File: src/design/smm_pkg.sv
`timescale 1ns / 1ps
`default_nettype none

package smm_pkg;

    // Field widths of the stream payloads
    localparam int VAL_W = 16;
    localparam int IDX_W = 3;
    localparam int CFG_W = 16;
    localparam int CFG_AW = 3;
    localparam int SIZE_W = 4;
    // Wide enough for any size limit or inner index (sizes up to 64)
    localparam int LIM_W = 7;

    // Item kinds carried in s_tuser
    typedef enum logic [1:0] {
        KIND_LOAD_A = 2'd0,
        KIND_LOAD_B = 2'd1,
        KIND_UPDATE = 2'd2,
        KIND_NONE   = 2'd3
    } kind_t;

    // Configuration register indexes
    localparam logic [CFG_AW-1:0] CFG_ALPHA   = 3'd0;
    localparam logic [CFG_AW-1:0] CFG_BETA    = 3'd1;
    localparam logic [CFG_AW-1:0] CFG_ROWS_M  = 3'd2;
    localparam logic [CFG_AW-1:0] CFG_INNER_K = 3'd3;
    localparam logic [CFG_AW-1:0] CFG_COLS_N  = 3'd4;

    // Status codes
    localparam logic STATUS_OK  = 1'b0;
    localparam logic STATUS_ERR = 1'b1;

    // Operation handed to the shared multiply-accumulate unit
    typedef struct packed {
        logic valid;
        logic clear;
    } mac_op_t;

endpackage

`default_nettype wire

File: src/design/smm_ram.sv
`timescale 1ns / 1ps
`default_nettype none

module smm_ram #(
    parameter int DEPTH = 64,
    parameter int AW    = 6
) (
    input  wire logic                       aclk,
    input  wire logic                       we,
    input  wire logic [AW-1:0]              waddr,
    input  wire logic [smm_pkg::VAL_W-1:0]  wdata,
    input  wire logic [AW-1:0]              raddr,
    output logic      [smm_pkg::VAL_W-1:0]  rdata
);
    import smm_pkg::*;

    logic [VAL_W-1:0] mem [DEPTH];
    logic [VAL_W-1:0] rdata_reg;

    // One write port, one registered read port
    always_ff @(posedge aclk) begin
        if (we) begin
            mem[waddr] <= wdata;
        end
        rdata_reg <= mem[raddr];
    end

    assign rdata = rdata_reg;

endmodule

`default_nettype wire

File: src/design/smm_mac.sv
`timescale 1ns / 1ps
`default_nettype none

module smm_mac #(
    parameter int Y_W   = 28,
    parameter int ACC_W = 45
) (
    input  wire logic                              aclk,
    input  wire logic                              aresetn,
    input  wire smm_pkg::mac_op_t                  op,
    input  wire logic signed [smm_pkg::VAL_W-1:0]  x,
    input  wire logic signed [Y_W-1:0]             y,
    output logic                                   busy,
    output logic signed [ACC_W-1:0]                acc
);
    import smm_pkg::*;

    localparam int PROD_W = VAL_W + Y_W;

    mac_op_t                   op_reg;
    logic signed [PROD_W-1:0]  prod_reg;
    logic signed [ACC_W-1:0]   acc_reg;
    logic signed [ACC_W-1:0]   acc_next;

    // Accumulate stage: optionally restart from zero
    always_comb begin
        acc_next = op_reg.clear ? ACC_W'(prod_reg) : acc_reg + ACC_W'(prod_reg);
    end

    // Multiply stage, then accumulate stage
    always_ff @(posedge aclk) begin
        if (!aresetn) begin
            op_reg <= '0;
        end else begin
            op_reg <= op;
        end
        prod_reg <= x * y;
        if (op_reg.valid) begin
            acc_reg <= acc_next;
        end
    end

    assign busy = op_reg.valid;
    assign acc  = acc_reg;

endmodule

`default_nettype wire

File: src/design/scaled_matrix_multiply.sv
`timescale 1ns / 1ps
`default_nettype none

// Scaled matrix multiply, C = alpha*A*B + beta*C, signed Q8.8 throughout.
// Kind 0 and kind 1 transfers store one element of A or B and return
// nothing. A kind 2 transfer brings the old C element at (row, col) and
// returns the new one: one shared multiply-accumulate unit walks the
// inner_k products of the dot product one per cycle out of the A and B
// memories, then forms alpha*dot and beta*old in two more passes through
// the same unit. The dot product is exact, shifted right 8; the scaled sum
// is shifted right 8 and saturated. An update outside the configured sizes
// returns status 1 and value 0; an out-of-range load is dropped. Sizes
// above MAX_* act as MAX_*. The memories are not cleared; elements used by
// a dot product must have been loaded first. Configuration must be
// written only while idle; the block does not enforce it.
module scaled_matrix_multiply #(
    parameter int MAX_M = 8,
    parameter int MAX_K = 8,
    parameter int MAX_N = 8
) (
    input  wire logic                         aclk,
    input  wire logic                         aresetn,
    // Configuration writes
    input  wire logic                         cfg_we,
    input  wire logic [smm_pkg::CFG_AW-1:0]   cfg_addr,
    input  wire logic [smm_pkg::CFG_W-1:0]    cfg_wdata,
    // Input stream
    input  wire logic                         s_tvalid,
    output logic                              s_tready,
    input  wire logic [23:0]                  s_tdata,   // row[2:0], col[5:3], value[21:6]
    input  wire logic [1:0]                   s_tuser,   // kind[1:0]
    // Result stream
    output logic                              m_tvalid,
    input  wire logic                         m_tready,
    output logic [23:0]                       m_tdata,   // out_row[2:0], out_col[5:3],
                                                         // out_value[21:6]
    output logic [0:0]                        m_tuser    // status[0]
);
    import smm_pkg::*;

    localparam int A_DEPTH = MAX_M * MAX_K;
    localparam int B_DEPTH = MAX_K * MAX_N;
    localparam int A_AW    = (A_DEPTH > 1) ? $clog2(A_DEPTH) : 1;
    localparam int B_AW    = (B_DEPTH > 1) ? $clog2(B_DEPTH) : 1;
    localparam int SUM_W   = 2 * VAL_W + 1 + $clog2(MAX_K);
    localparam int DOT_W   = SUM_W - 8;
    localparam int ACC_W   = VAL_W + DOT_W + 1;
    localparam int T_W     = ACC_W - 8;

    typedef enum logic [2:0] {
        ST_IDLE,
        ST_READ,
        ST_DRAIN,
        ST_SCALE_A,
        ST_SCALE_B,
        ST_WAIT,
        ST_FINISH
    } state_t;

    // Configuration registers
    logic signed [VAL_W-1:0]  alpha_reg;
    logic signed [VAL_W-1:0]  beta_reg;
    logic [SIZE_W-1:0]        rows_m_reg;
    logic [SIZE_W-1:0]        inner_k_reg;
    logic [SIZE_W-1:0]        cols_n_reg;

    always_ff @(posedge aclk) begin
        if (!aresetn) begin
            alpha_reg   <= VAL_W'(256);
            beta_reg    <= '0;
            rows_m_reg  <= SIZE_W'(8);
            inner_k_reg <= SIZE_W'(8);
            cols_n_reg  <= SIZE_W'(8);
        end else if (cfg_we) begin
            unique case (cfg_addr)
                CFG_ALPHA:   alpha_reg   <= cfg_wdata;
                CFG_BETA:    beta_reg    <= cfg_wdata;
                CFG_ROWS_M:  rows_m_reg  <= cfg_wdata[SIZE_W-1:0];
                CFG_INNER_K: inner_k_reg <= cfg_wdata[SIZE_W-1:0];
                CFG_COLS_N:  cols_n_reg  <= cfg_wdata[SIZE_W-1:0];
                default: ;
            endcase
        end
    end

    // Effective sizes, capped at the storage limits
    logic [LIM_W-1:0] m_lim;
    logic [LIM_W-1:0] k_lim;
    logic [LIM_W-1:0] n_lim;

    always_comb begin
        m_lim = (LIM_W'(rows_m_reg) > LIM_W'(MAX_M)) ? LIM_W'(MAX_M) : LIM_W'(rows_m_reg);
        k_lim = (LIM_W'(inner_k_reg) > LIM_W'(MAX_K)) ? LIM_W'(MAX_K) : LIM_W'(inner_k_reg);
        n_lim = (LIM_W'(cols_n_reg) > LIM_W'(MAX_N)) ? LIM_W'(MAX_N) : LIM_W'(cols_n_reg);
    end

    // Input fields
    kind_t                    in_kind;
    logic [IDX_W-1:0]         in_row;
    logic [IDX_W-1:0]         in_col;
    logic [VAL_W-1:0]         in_value;
    logic                     in_xfer;

    assign in_kind  = kind_t'(s_tuser);
    assign in_row   = s_tdata[IDX_W-1:0];
    assign in_col   = s_tdata[2*IDX_W-1:IDX_W];
    assign in_value = s_tdata[2*IDX_W+VAL_W-1:2*IDX_W];
    assign in_xfer  = s_tvalid && s_tready;

    // Range checks for the incoming transfer
    logic a_in_range;
    logic b_in_range;
    logic c_in_range;

    assign a_in_range = (LIM_W'(in_row) < m_lim) && (LIM_W'(in_col) < k_lim);
    assign b_in_range = (LIM_W'(in_row) < k_lim) && (LIM_W'(in_col) < n_lim);
    assign c_in_range = (LIM_W'(in_row) < m_lim) && (LIM_W'(in_col) < n_lim);

    // Sequencer registers
    state_t                   state_reg;
    logic [IDX_W-1:0]         row_reg;
    logic [IDX_W-1:0]         col_reg;
    logic signed [VAL_W-1:0]  old_reg;
    logic [LIM_W-1:0]         k_reg;
    logic                     rd_vld_reg;
    logic                     rd_first_reg;
    logic                     err_reg;
    logic signed [DOT_W-1:0]  dot_reg;
    logic                     m_tvalid_reg;
    logic [IDX_W-1:0]         out_row_reg;
    logic [IDX_W-1:0]         out_col_reg;
    logic [VAL_W-1:0]         out_value_reg;
    logic                     status_reg;

    // Memories for A and B
    logic                     a_we;
    logic                     b_we;
    logic [A_AW-1:0]          a_waddr;
    logic [B_AW-1:0]          b_waddr;
    logic [A_AW-1:0]          a_raddr;
    logic [B_AW-1:0]          b_raddr;
    logic [VAL_W-1:0]         a_rdata;
    logic [VAL_W-1:0]         b_rdata;

    assign a_we    = in_xfer && (in_kind == KIND_LOAD_A) && a_in_range;
    assign b_we    = in_xfer && (in_kind == KIND_LOAD_B) && b_in_range;
    assign a_waddr = A_AW'(in_row * MAX_K + in_col);
    assign b_waddr = B_AW'(in_row * MAX_N + in_col);
    assign a_raddr = A_AW'(row_reg * MAX_K + k_reg);
    assign b_raddr = B_AW'(k_reg * MAX_N + col_reg);

    smm_ram #(
        .DEPTH (A_DEPTH),
        .AW    (A_AW)
    ) u_a_ram (
        .aclk  (aclk),
        .we    (a_we),
        .waddr (a_waddr),
        .wdata (in_value),
        .raddr (a_raddr),
        .rdata (a_rdata)
    );

    smm_ram #(
        .DEPTH (B_DEPTH),
        .AW    (B_AW)
    ) u_b_ram (
        .aclk  (aclk),
        .we    (b_we),
        .waddr (b_waddr),
        .wdata (in_value),
        .raddr (b_raddr),
        .rdata (b_rdata)
    );

    // Operand select for the shared multiply-accumulate
    mac_op_t                  mac_op;
    logic signed [VAL_W-1:0]  mac_x;
    logic signed [DOT_W-1:0]  mac_y;
    logic                     mac_busy;
    logic signed [ACC_W-1:0]  mac_acc;

    always_comb begin
        case (state_reg)
            ST_SCALE_A: begin
                mac_op = '{valid: 1'b1, clear: 1'b1};
                mac_x  = alpha_reg;
                mac_y  = dot_reg;
            end
            ST_SCALE_B: begin
                mac_op = '{valid: 1'b1, clear: 1'b0};
                mac_x  = beta_reg;
                mac_y  = DOT_W'(old_reg);
            end
            default: begin
                mac_op = '{valid: rd_vld_reg, clear: rd_first_reg};
                mac_x  = $signed(a_rdata);
                mac_y  = DOT_W'($signed(b_rdata));
            end
        endcase
    end

    smm_mac #(
        .Y_W   (DOT_W),
        .ACC_W (ACC_W)
    ) u_mac (
        .aclk    (aclk),
        .aresetn (aresetn),
        .op      (mac_op),
        .x       (mac_x),
        .y       (mac_y),
        .busy    (mac_busy),
        .acc     (mac_acc)
    );

    // Final shift and saturation of the scaled sum
    logic signed [T_W-1:0]    t_val;
    logic [VAL_W-1:0]         sat_val;

    assign t_val = mac_acc[ACC_W-1:8];

    always_comb begin
        if (t_val > $signed(T_W'(32767))) begin
            sat_val = 16'h7FFF;
        end else if (t_val < $signed(-T_W'(32768))) begin
            sat_val = 16'h8000;
        end else begin
            sat_val = t_val[VAL_W-1:0];
        end
    end

    // Output register can take a new result
    logic out_free;
    assign out_free = !m_tvalid_reg || m_tready;

    // Sequencer
    always_ff @(posedge aclk) begin
        if (!aresetn) begin
            state_reg    <= ST_IDLE;
            rd_vld_reg   <= 1'b0;
            rd_first_reg <= 1'b0;
            m_tvalid_reg <= 1'b0;
        end else begin
            rd_vld_reg   <= (state_reg == ST_READ);
            rd_first_reg <= (state_reg == ST_READ) && (k_reg == '0);
            // Drop the result once taken, unless a new one loads in its place
            if (m_tvalid_reg && m_tready && (state_reg != ST_FINISH)) begin
                m_tvalid_reg <= 1'b0;
            end
            unique case (state_reg)
                ST_IDLE: begin
                    if (in_xfer && (in_kind == KIND_UPDATE)) begin
                        row_reg <= in_row;
                        col_reg <= in_col;
                        old_reg <= in_value;
                        k_reg   <= '0;
                        dot_reg <= '0;
                        err_reg <= !c_in_range;
                        if (!c_in_range) begin
                            state_reg <= ST_FINISH;
                        end else if (k_lim == '0) begin
                            state_reg <= ST_SCALE_A;
                        end else begin
                            state_reg <= ST_READ;
                        end
                    end
                end
                ST_READ: begin
                    k_reg <= k_reg + LIM_W'(1);
                    if (k_reg == k_lim - LIM_W'(1)) begin
                        state_reg <= ST_DRAIN;
                    end
                end
                ST_DRAIN: begin
                    if (!rd_vld_reg && !mac_busy) begin
                        dot_reg   <= mac_acc[SUM_W-1:8];
                        state_reg <= ST_SCALE_A;
                    end
                end
                ST_SCALE_A: begin
                    state_reg <= ST_SCALE_B;
                end
                ST_SCALE_B: begin
                    state_reg <= ST_WAIT;
                end
                ST_WAIT: begin
                    if (!mac_busy) begin
                        state_reg <= ST_FINISH;
                    end
                end
                ST_FINISH: begin
                    if (out_free) begin
                        m_tvalid_reg  <= 1'b1;
                        out_row_reg   <= row_reg;
                        out_col_reg   <= col_reg;
                        out_value_reg <= err_reg ? '0 : sat_val;
                        status_reg    <= err_reg ? STATUS_ERR : STATUS_OK;
                        state_reg     <= ST_IDLE;
                    end
                end
                default: begin
                    state_reg <= ST_IDLE;
                end
            endcase
        end
    end

    assign s_tready   = (state_reg == ST_IDLE);
    assign m_tvalid   = m_tvalid_reg;
    assign m_tdata    = {2'b00, out_value_reg, out_col_reg, out_row_reg};
    assign m_tuser[0] = status_reg;

endmodule

`default_nettype wire
File: config.mk
export PLATFORM = sky130hd
export DESIGN_NAME = scaled_matrix_multiply
export DESIGN_NICKNAME = d
export VERILOG_FILES = /design/src/design/smm_pkg.sv /design/src/design/smm_ram.sv /design/src/design/smm_mac.sv /design/src/design/scaled_matrix_multiply.sv
export SDC_FILE = /design/constraint.sdc
export NUM_CORES = 2
export LEC_CHECK = 0
export ABC_AREA = 1
export BUFFER_PORTS_ARGS = -buffer_cell sky130_fd_sc_hd__buf_2
export CAP_MARGIN = 40
export CORE_UTILIZATION = 65
export CTS_BUF_LIST = sky130_fd_sc_hd__clkbuf_8
export DETAILED_ROUTE_END_ITERATION = 8
export PLACE_DENSITY = 0.84
export SLEW_MARGIN = 20
export SYNTH_ARGS = -nofsm -noshare
export SYNTH_HDL_FRONTEND = slang
export SYNTH_HIERARCHICAL = 1
export SYNTH_SLANG_ARGS = --single-unit
File: constraint.sdc
create_clock -name aclk -period 11 [get_ports aclk]
set_clock_uncertainty 0.2 [all_clocks]
set_input_delay 1.1 -clock aclk [delete_from_list [all_inputs] [get_ports aclk]]
set_output_delay 1.1 -clock aclk [all_outputs]
set_load 0.05 [all_outputs]
-- Word level (Yosys, flattened, before mapping)
Memories as Yosys holds them, arrays and structs flattened. A register that Yosys moved wholly into a read port is not among the register bits.
Index checks and enable logic that the tools add are counted.
- order comparisons: 9
- add/sub/neg operators: 6
- equality and inequality tests: 19
- $mul: 1
- muxes and demuxes: 30
- reduce and logical (&&, ||, !) cells: 36
- operators with widths (operator ; number):
    $pmux 28 s2 ; 2
    $mux 28 ; 2
    $add 45x44->45 ; 1
    $mux 45 ; 1
    $mul 16x28->44 ; 1
    $gt 37x16->1 const B ; 1
    $lt 37x16->1 const B ; 1
    $pmux 16 s2 ; 1
    $pmux 3 s7 ; 1
    $mux 3 ; 6
    $lt 3x4->1 ; 4
    $mux 16 ; 1
    $mux 15 ; 1
    $logic_not 7->1 ; 2
    $pmux 7 s2 ; 1
    $logic_and 1x1->1 ; 13
    $add 6x3->6 ; 2
    $eq 3x2->1 const B ; 4
    $eq 3x3->1 const B ; 4
    $gt 4x4->1 const B ; 3
    $mux 4 ; 3
    $reduce_and 2->1 ; 5
    $reduce_and 3->1 ; 3
    $mux 1 ; 8
    21 further kinds ; 30
- output and inout bits: 27
- bits of input ports: 50
- memories: 2
- bits in registers: 222
- RAM bits: 2048
- memories (name ; depth ; bits a word ; rd ports ; clocked after Yosys merged registers in ; write ports ; line ; source):
    u_a_ram.mem ; 64 ; 16 ; 1 ; 1 ; 1 ; smm_ram.sv:17 ; logic [VAL_W-1:0] mem [DEPTH];
    u_b_ram.mem ; 64 ; 16 ; 1 ; 1 ; 1 ; smm_ram.sv:17 ;

-- Longest topological paths before layout
- depth after elaboration: 7
- mapped depth: 37

-- Cells and area by module
Netlist, hierarchy kept.
- by module, submodules not included (module ; instances ; sequential area each (µm²) ; area each (µm²) ; cells each):
    smm_ram ; 2 ; 31069.8 ; 42099.1 ; 3517
    smm_mac ; 1 ; 2272.2 ; 23804.1 ; 3328
    scaled_matrix_multiply ; 1 ; 3433.3 ; 6170.9 ; 738

-- Worst setup path after synthesis
Ideal clock, no wire load.
- path type: register -> register
- from: register state_reg[1]
- to: register u_mac.prod_reg[42]
- stages on the path, launching flop included: 28
- path buffers: 3
- setup time: 0.113 ns
- setup slack: 4.385 ns
- clock period less this slack: 6.615 ns
- required time: 10.687 ns
- data arrival time: 6.302 ns
- cell sequence: dfxtp_1 nor2_2 nand2_1 inv_2 nor2_4 buf_2 nand2_1 nand3_1 clkbuf_1 clkbuf_1 nand2_1 fa_1 inv_1 fa_1 fa_1 fa_1 inv_1 fa_1 inv_1 fa_1 ha_1 inv_1 nor3_1 nand2_1 nor3_1 nand3b_1 nand4_1 nand2_1
- longest elaborated chain between the ends: 3
- elaborated cells between the ends (all ways): 5
- those cells by class: 1 x mul; 2 x eq/ne; 2 x mux
- RTL lines (what ; line ; source):
    start: declaration ; scaled_matrix_multiply.sv:120 ; state_t state_reg;
    start signal: assignment ; scaled_matrix_multiply.sv:239 ; state_reg <= ST_IDLE;
    start signal: assignment ; scaled_matrix_multiply.sv:260 ; state_reg <= ST_FINISH;
    start signal: assignment ; scaled_matrix_multiply.sv:262 ; state_reg <= ST_SCALE_A;
    $eq 3x3->1 / $eq 3x2->1 (equally long branches) ; scaled_matrix_multiply.sv:184 ; case (state_reg)
    $pmux 16 s2 (*) ; scaled_matrix_multiply.sv:184 ;
    net mac_x[4] ; scaled_matrix_multiply.sv:178 ; logic signed [VAL_W-1:0] mac_x;
    $mul 16x28->44 (*) ; smm_mac.sv:37 ; prod_reg <= x * y;
    end signal: assignment ; smm_mac.sv:37 ;
    end: declaration ; smm_mac.sv:21 ; logic signed [PROD_W-1:0] prod_reg;
The timed path passes the listed nets; every way through them passes the cells marked *.
A chain may end at the register's enable or synchronous reset.

-- Worst setup path in the final report
- from: register state_reg[2]
- to: register u_mac.prod_reg[42]
- longest elaborated chain between the ends: 3
- elaborated cells between the ends (all ways): 5
- those cells by class: 1 x mul; 2 x eq/ne; 2 x mux
- RTL lines (what ; line ; source):
    $eq 3x3->1 / $eq 3x2->1 (equally long branches) ; scaled_matrix_multiply.sv:184 ;
    $pmux 28 s2 (*) ; scaled_matrix_multiply.sv:184 ;
    net mac_y[27] ; scaled_matrix_multiply.sv:179 ; logic signed [DOT_W-1:0] mac_y;
    $mul 16x28->44 (*) ; smm_mac.sv:37 ;
Marks and branches as above.

==> out/metrics.yaml <==
timing:
  min_period_ns: 8.51
  rsz0062_at_grt: "false"
  finalHoldViolCount: 0
  slew_violations: 0
  setup-tns-final_ns: 0
  worst_pin_slew_ns: 1.09
  final_critical_path_setup_slack_ns: 2.49
  setup_viol_count_final: 0
  timing.fmax_ghz: 0.117
  fin_crit_sh_pct: 77.4
  relSlewSlack_pct: 27.3
critical_path:
  cp_slowest_cell: "fa_1"
  cp_slowest_stage_delay_ns: 0.96
  crit_fanout: 34
  cp_top_family: "adder cells"
  critPathArrivalTime_ns: 9.19
  r2r_slack_ns: 2.49
  worst-path-buf-inv: 7
  cp.required_ns: 11.68
  critPathLaunchType: "register"
  crit_top_cell: "fa_1"
  crit_path_end_kind: "register"
  crit_type: "register to register"
global_route:
  grt_max_degree: 236
  grt_pass1_vias: 82739
  grt_pass1_wl_um: 472000
  grt_use_total_pct: 35.0
  antenna_found_initial: 16
  globalRouteOverflowTotal: 0
clock_network:
  clkTransAtPathRegs_ns: 0.07
  insertion_delay_ns: 1.11
  cts_root_buf: "clkbuf_8"
  clockBufferDepth: 4
  cts_inserted_buffers: 370
  cts.sinks: 2302
  htreeDepth: 5
  cts_setup_buffers: 0
  cts_resized: 0
  hold_buffers: 3
  cts_tree: "built"
synth:
  synth_seq_area_share_pct: 59.4
  synth-edff-count: 2174
  synthCells: 11100
  ys_ff_latch: 2302
  yosysWarningCount: 6
  ys.flop_type: "edfxtp_1"
  synth_area_um2: 114000
  syn_avg_cell_area_um2: 10.3
  async_reset_ff_share_pct: 0
  synth.distinct_cells: 53
run_status:
  status: "completed"
layout:
  layout.cells.non_filler: 13853
  seq_area_um2: 67800
  final_common_cell: "nand2_1"
  multi_input_area_um2: 39200
  nets: 11885
  drive_above_1_share_pct: 8.21
  final_cell_mix: "nand2_1, edfxtp_1, nand3_1, inv_1, fa_1"
  nFillCells: 11509
  area_growth_pct: 8.56
detailed_routing:
  drt_iter0_markers: 12052
  wl_per_cell_um: 22.8
  drc: 0
  via_per_inst: 6.10
  routed_wl_um: 316000
  firstDrtPassIters: 8
  ant_nets: 0
  vias: 84515
floorplan:
  rows: 153
  die_h_um: 421
  num_io_pins: 77
  chipWidth_um: 421
  start_util_pct: 65.5
  dieArea_um2: 177000
  core_area_um2: 174000
placement:
  place_inst: 13167
  portBuffers: 72
  routabilityCongestion: 0.976
  post-place-ws_ns: 2.56
  dpl.hpwl_um: 194000
run:
  cap_violations: 0
worst_hold_path:
  hp-class: "primary input to register"
-- per-layer routing --
metal  vias up  share of wire, %  global-route usage, %
met5         -             0.025                      0
met4        10               5.6                   19.2
met3      1132                12                   7.07
met2      6157                48                   56.5
met1     40163                34                   44.7
li1      37053                 -                      -
-- layout make-up --
class | count | area share [%]
Antenna cell | 9 | 0.0182
Clock buffer | 379 | 4.21
Clock inverter | 271 | 1.11
Inverter | 1037 | 3.18
Multi-Input combinational cell | 7176 | 31.6
Sequential cell | 2302 | 54.7
Tap cell | 2325 | 2.35
Timing Repair Buffer | 354 | 2.80
-- Yosys cell counts (all sizes together) (7+ instances only) --
library cell,number,area [um2]
a21o,7,52.6
a21oi,110,569
buf,437,2870
clkbuf,149,569
dfxtp,128,2560
edfxtp,2174,65300
fa,432,8650
ha,162,2030
inv,1036,3900
nand2,3832,14400
nand3,1902,9540
nand3b,12,90.1
nand4,51,319
nor2,432,1720
nor3,27,173
nor4,23,159
o21ai,87,447
o21bai,13,105
or2,18,113
xnor2,15,131
xor2,29,254
-- metrics by stage --
stage | hold WS (ns) | instance area, um2 | util, %
2_1_floorplan | 0.221 | 114000 | -
3_3_place_gp | 0.251 | 116000 | 66.5
3_5_place_dp | 0.261 | 117000 | 67.0
4_1_cts | 0.000283 | 123000 | 70.8
5_1_grt | 0.0770 | 124000 | 71.1
6_report | 0.103 | 124000 | 71.2
-- worst min-delay path, stage by stage --
cell,delay (ns)
buf_2,0.09
nor2_1,0.04
nor2_1,0.09
-- logic make-up after synthesis --
family          after synthesis  share of synthesized area [%]
compound gates              233                           1.15
xor+xnor                     44                          0.338
fa+ha+maj                   594                           9.35
buf+inv                    1623                           6.44
flops                      2302                           59.4
other cells                   1                        0.00328
simple gates               6303                           23.3
-- final timing paths --
check                    start  cells after the start                  to
setup / recovery  state_reg[2]                     26  u_mac/prod_reg[42]
hold / removal    cfg_wdata[7]                      3        alpha_reg[7]
setup reg to reg  state_reg[2]                     26  u_mac/prod_reg[42]
hold reg to reg     row_reg[0]                      0      out_row_reg[0]
Power is not shown: default switching activity piles up to over one toggle a cycle in this logic, so the estimate is an artifact.
